File: src/sv/merge_sorter_top_defines.svh
// assertion macros for the merge sorter
// used by merge_sorter_top only, no other dependencies
`ifndef MERGE_SORTER_TOP_DEFINES_SVH
`define MERGE_SORTER_TOP_DEFINES_SVH

// same-cycle implication, disabled while in reset
`define MS_ASSERT_NOW(label, clk, rst_n, ante, cons, msg) \
	label: assert property (@(posedge clk) disable iff (!rst_n) (ante) |-> (cons)) else $error(msg);

// next-cycle implication, disabled while in reset
`define MS_ASSERT_NEXT(label, clk, rst_n, ante, cons, msg) \
	label: assert property (@(posedge clk) disable iff (!rst_n) (ante) |=> (cons)) else $error(msg);

`endif

File: src/sv/ms_ram.sv
// simple dual-read, single-write memory with registered read data
// standalone, no package needed
module ms_ram #(
	parameter int unsigned DEPTH = 128,
	parameter int unsigned WIDTH = 32
) (
	input  logic                     clk,
	input  logic                     wr_en,
	input  logic [$clog2(DEPTH)-1:0] wr_addr,
	input  logic [WIDTH-1:0]         wr_data,
	input  logic [$clog2(DEPTH)-1:0] rd_addr_a,
	input  logic [$clog2(DEPTH)-1:0] rd_addr_b,
	output logic [WIDTH-1:0]         rd_data_a,
	output logic [WIDTH-1:0]         rd_data_b
);

	logic [WIDTH-1:0] mem_q [DEPTH];

	always_ff @(posedge clk) begin
		if (wr_en) begin
			mem_q[wr_addr] <= wr_data;
		end
	end

	always_ff @(posedge clk) begin
		rd_data_a <= mem_q[rd_addr_a];
		rd_data_b <= mem_q[rd_addr_b];
	end

endmodule

File: config.mk
export PLATFORM = sky130hd
export DESIGN_NAME = ms_ram
export DESIGN_NICKNAME = d
export VERILOG_FILES = /design/src/sv/merge_sorter_top_defines.svh /design/src/sv/ms_ram.sv
export SDC_FILE = /design/constraint.sdc
export NUM_CORES = 2
export LEC_CHECK = 0
export ABC_AREA = 0
export BUFFER_PORTS_ARGS = -buffer_cell sky130_fd_sc_hd__buf_2
export CORE_ASPECT_RATIO = 1.1
export CORE_MARGIN = 2
export CORE_UTILIZATION = 50
export CTS_BUF_LIST = sky130_fd_sc_hd__clkbuf_4
export DETAILED_ROUTE_END_ITERATION = 12
export PLACE_DENSITY = 0.65
export SETUP_SLACK_MARGIN = 0.05
export SKIP_CTS_REPAIR_TIMING = 1
export SYNTH_ARGS = -nofsm -noshare
export SYNTH_HDL_FRONTEND = slang
export SYNTH_SLANG_ARGS = --single-unit
File: constraint.sdc
create_clock -name clk -period 6.65 [get_ports clk]
set_clock_uncertainty 0.05 [all_clocks]
set_input_delay 1.995 -clock clk [delete_from_list [all_inputs] [get_ports clk]]
set_output_delay 1.995 -clock clk [all_outputs]
set_load 0.01 [all_outputs]
# [After elaboration in Yosys (flattened, before gate mapping)]
# Memories as Yosys holds them, arrays and structs flattened. A register that Yosys moved wholly into a read port is not among the register bits.
# Index checks and enable logic that the tools add are counted.
[word_totals] input_bits=55 reg_bits=0 output_inout_bits=64 ramBits=4096 mem_count=1 word_cells=3
[op_classes] n_mux=2
[mem_list] name="mem_q" depth=128 word_bits=32 rd=2 rd_clocked_by_memory_dff=2 wr=1 line_no="ms_ram.sv:17" text="logic [WIDTH-1:0] mem_q [DEPTH];"
[op_table] cell="1-bit two-way mux" count=2

# [Depth between registers and ports, before layout]
[depth] word_depth=2 ltp_mapped=8 ltp_nobuf=4

# [Worst setup path before layout]
# Ideal clock, no wire load.
[synth_path] path_type="input to register" startpoint="input port wr_en" endpoint="memory mem_q[98][0] (enable)" setup_ns=0.461 arrival_ns=4.773 n_path_buf=1 path_slack_ns=1.366 path_stages=3 required_ns=6.139 cell_sequence="clkbuf_1 > nand4_1 > nor3_1"
[synth_via] elab_chain_len=2
[synth_rtl] element="from (decl)" line_no="ms_ram.sv:8" text="input logic wr_en,"
[synth_rtl] element="1-bit two-way mux" line_no="ms_ram.sv:20" text="if (wr_en) begin"
[synth_rtl] element="1-bit two-way mux (implied by the code)" line_no="ms_ram.sv:21" text="mem_q[wr_addr] <= wr_data;"
[synth_rtl] element="to (decl)" line_no="ms_ram.sv:17"
# Every way passes these cells.

# [Worst setup path after layout]
[layout_path] startpoint="register rd_data_a[7], read port of mem_q" endpoint="output port rd_data_a[7]"
[layout_lines] element="from (decl)" line_no="ms_ram.sv:13" text="output logic [WIDTH-1:0] rd_data_a,"
# No word-level cell between the ends.

==> flow_metrics.env <==
export IMPL_status="completed"
export IMPL_regToRegEndpoint="rd_data_b[18]"
export IMPL_wire_per_inst_um=41.0
export IMPL_main_combinational_cell_family_by_area_after_synthesis="multiplexers"
export IMPL_synth_area_mm2=0.189
export IMPL_final_critical_path_setup_slack_ns=1.54
export IMPL_internal_power_mw=42.3
export IMPL_maxClockFrequency_mhz=196
export IMPL_starting_drc_count_in_detailed_routing=14764
export IMPL_dieArea_mm2=0.382
export IMPL_layout_cells_most_common="edfxtp_1"
export IMPL_hpwlAfterDp_mm=348
export IMPL_die_h_um=648
export IMPL_final_max_slew_violation_count=0
export IMPL_synth_xor_area_frac=0
export IMPL_reg2reg_slack_ns=3.84
export IMPL_critPathLaunchType="flip-flop"
export IMPL_fin_crit_sh=0.768
export IMPL_critPathSlowestCell="dfxtp_1"
export IMPL_final_layout_size_suffix_gt1_frac=0.536
export IMPL_drt_pass1_iter_count=6
export IMPL_worst_pin_slew_ns=1.38
export IMPL_final_util=0.567
export IMPL_cellLeakagePower_nw=66.1
export IMPL_clk_pin_slew_ns=0.07
export IMPL_critical_path_depth=1
export IMPL_sw_frac_of_total=0.238
export IMPL_detailedPlace_worstSlack_ns=1.01
export IMPL_max_slew_margin_rel=0.0833
export IMPL_post_route_drc_count=0
export IMPL_initial_antenna_violation_count=60
export IMPL_die_width_um=590
export IMPL_power_frac_seq=0.526
export IMPL_ys_warn_count=0
export IMPL_max_stage_delay_ns=1.04
export IMPL_ctsRootBufferMaster="clkbuf_4"
export IMPL_area_growth_pct=12.7
export IMPL_area_fraction_in_compound_gates_after_synthesis=0
export IMPL_clockBufferDepth=5
export IMPL_irDropWorstVdd_v=0.000164
export IMPL_critical_path_reg2reg_startpoint="mem_q[4][18]"
export IMPL_critical_path_cell_chain="buf_2"
export IMPL_pin_count=119
export IMPL_depth_of_the_worst_register_to_register_path=4
export IMPL_number_of_global_route_vias_before_repair=105669
export IMPL_worstSetupEndpointType="output pin"
export IMPL_criticalPathCategory="reg2out"
export IMPL_number_of_nets_in_the_synthesized_netlist=7756
export IMPL_power_clock_fraction=0.391
export IMPL_clock_sink_count=4160
export IMPL_switching_power_mw=13.3
export IMPL_gp_congestion=0.833
export IMPL_antenna_left=0
export IMPL_synth_distinct_cells=17
export IMPL_syn_instance_count=7701
export IMPL_globalRoute_totalOverflow=0
export IMPL_unrepaired_setup_endpoints_after_global_routing="false"
export IMPL_htree_num_levels=7
export IMPL_finalSetupViolCount=0
export IMPL_yosysSeqAreaShare=0.658
export IMPL_mean_syn_cell_area_um2=24.5
export IMPL_placement_cell_area_mm2=0.199
export IMPL_mostFrequentLayoutCells="4096 x edfxtp_1, 2688 x mux4_2, 1562 x clkbuf_4"
export IMPL_instances_no_fill=14643
export IMPL_combinationalPowerShare=0.084
export IMPL_num_nets_final=8822
export IMPL_drt_vias_per_instance=7.03
export IMPL_min_period_ns=5.11
export IMPL_simple_gate_area_share_of_the_yosys_netlist=0.00369
export IMPL_num_rows=236
export IMPL_worstPathRequired_ns=4.61
export IMPL_grt_start_max_net_pins=129
export IMPL_worst_ep_arrival_time_ns=3.06
export IMPL_max_cap_viols=0
export IMPL_critical_path_n_buffers_inverters=1
export IMPL_groute_usage_overall=0.320
export IMPL_clock_tree_from_tritoncts="yes"
export IMPL_critical_path_top_delay_family="flip-flops"
export IMPL_io_buffers=118
export IMPL_holdCritPathClass="in2reg"
export IMPL_power_density_cell_area_mw_per_mm2=261
export IMPL_grt_pass1_wl_mm=830
export IMPL_worstSkewPairLatency_ns=1.75
export IMPL_timing_setup_tns_ns=0
export IMPL_wl_mm=601
export IMPL_post_route_cell_area_mm2=0.213
export IMPL_numPlacedInstances=12643
export IMPL_finalHoldViolations=0
export IMPL_synth_adder_area_share=0
export IMPL_initial_utilization=0.503
export IMPL_cts_inserted_buffers=1120
export IMPL_route_vias_total=102968
export IMPL_ys_ff_latch=4160
export IMPL_core_area_mm2=0.376
export IMPL_synth_mux_area_fraction=0.325
export IMPL_path_max_fanout=17
export IMPL_setup_worst_path_start="rd_data_a[7]"
export IMPL_cp_capture_point="rd_data_a[7]"
## how the worst min path moves through the flow
stage	endpoint	slack (ns)	cells past startpoint	start
final	mem_q[55][12]	0.54	1	wr_data[12]
after global routing	mem_q[11][3]	0.42	1	wr_data[3]
after CTS	mem_q[93][22]	0.35	1	wr_data[22]
after detailed placement	rd_data_a[5]	1.10	4	mem_q[30][5]
after global placement	rd_data_b[25]	1.08	4	mem_q[124][25]
after floorplan	rd_data_a[0]	1.04	4	mem_q[36][0]
## registers in the layout (all words and copies together) (netlist names)
signal / cells
mem_q: 4096
rd_data_a: 32
rd_data_b: 32
## power by group through the flow
stage | sequential [mW] | clock, mW | combinational, mW
floorplan | 29.6 | 0 | 2.73
global placement | 29.8 | 0 | 4.58
detailed placement | 29.8 | 0 | 4.63
CTS | 29.2 | 22.1 | 4.64
global route | 29.2 | 23.5 | 4.83
finish | 29.2 | 21.7 | 4.65
## per-layer routing
| metal | GRT usage | vias up | part of all wire |
|---|---|---|---|
| met5 | 0 | - | 0.00014 |
| met4 | 0.161 | 10 | 0.047 |
| met3 | 0.0884 | 1215 | 0.11 |
| met2 | 0.511 | 7125 | 0.49 |
| met1 | 0.408 | 56278 | 0.34 |
| li1 | - | 38340 | - |
## synth_stat cells
library cell	instances	area share
clkbuf_1	365	0.0073
nor2b_1	7	0.00023
nand4_1	3	0.000099
edfxtp_1	4096	0.65
mux4_2	2688	0.32
nor3_1	9	0.00024
dfxtp_1	64	0.0068
nand3_1	12	0.00032
buf_4	17	0.00068
nor2_1	122	0.0024
buf_6	2	0.00012
mux2_2	64	0.0038
nand2b_1	2	0.000066
buf_1	132	0.0026
or3_1	1	0.000033
buf_2	103	0.0027
nand2_1	14	0.00028
## cell families (layout without fill, tap and decap cells)
kind of cell,Yosys count,after routing
buf+inv,619,2393
simple gates,170,170
mux,2752,2752
flops,4160,4160
other cells,0,170
## final cells by class
type                       count  area [um2]
clock buffer                1562       11700
tap                         4998        6250
sequential                  4160      124000
antenna                      170         425
timing repair buffer         563        5850
fill                       27670      163000
multi-input combinational   2922       62900
clock inverter               268        1390
## per-stage QoR
stage	hold slack, ns	power (mW)
after floorplan	1.04	32.3
after global placement	1.08	34.3
after detailed placement	1.10	34.4
after CTS	0.348	55.9
after global routing	0.420	57.5
final	0.535	55.6
Power figures use the tool's default switching activity.
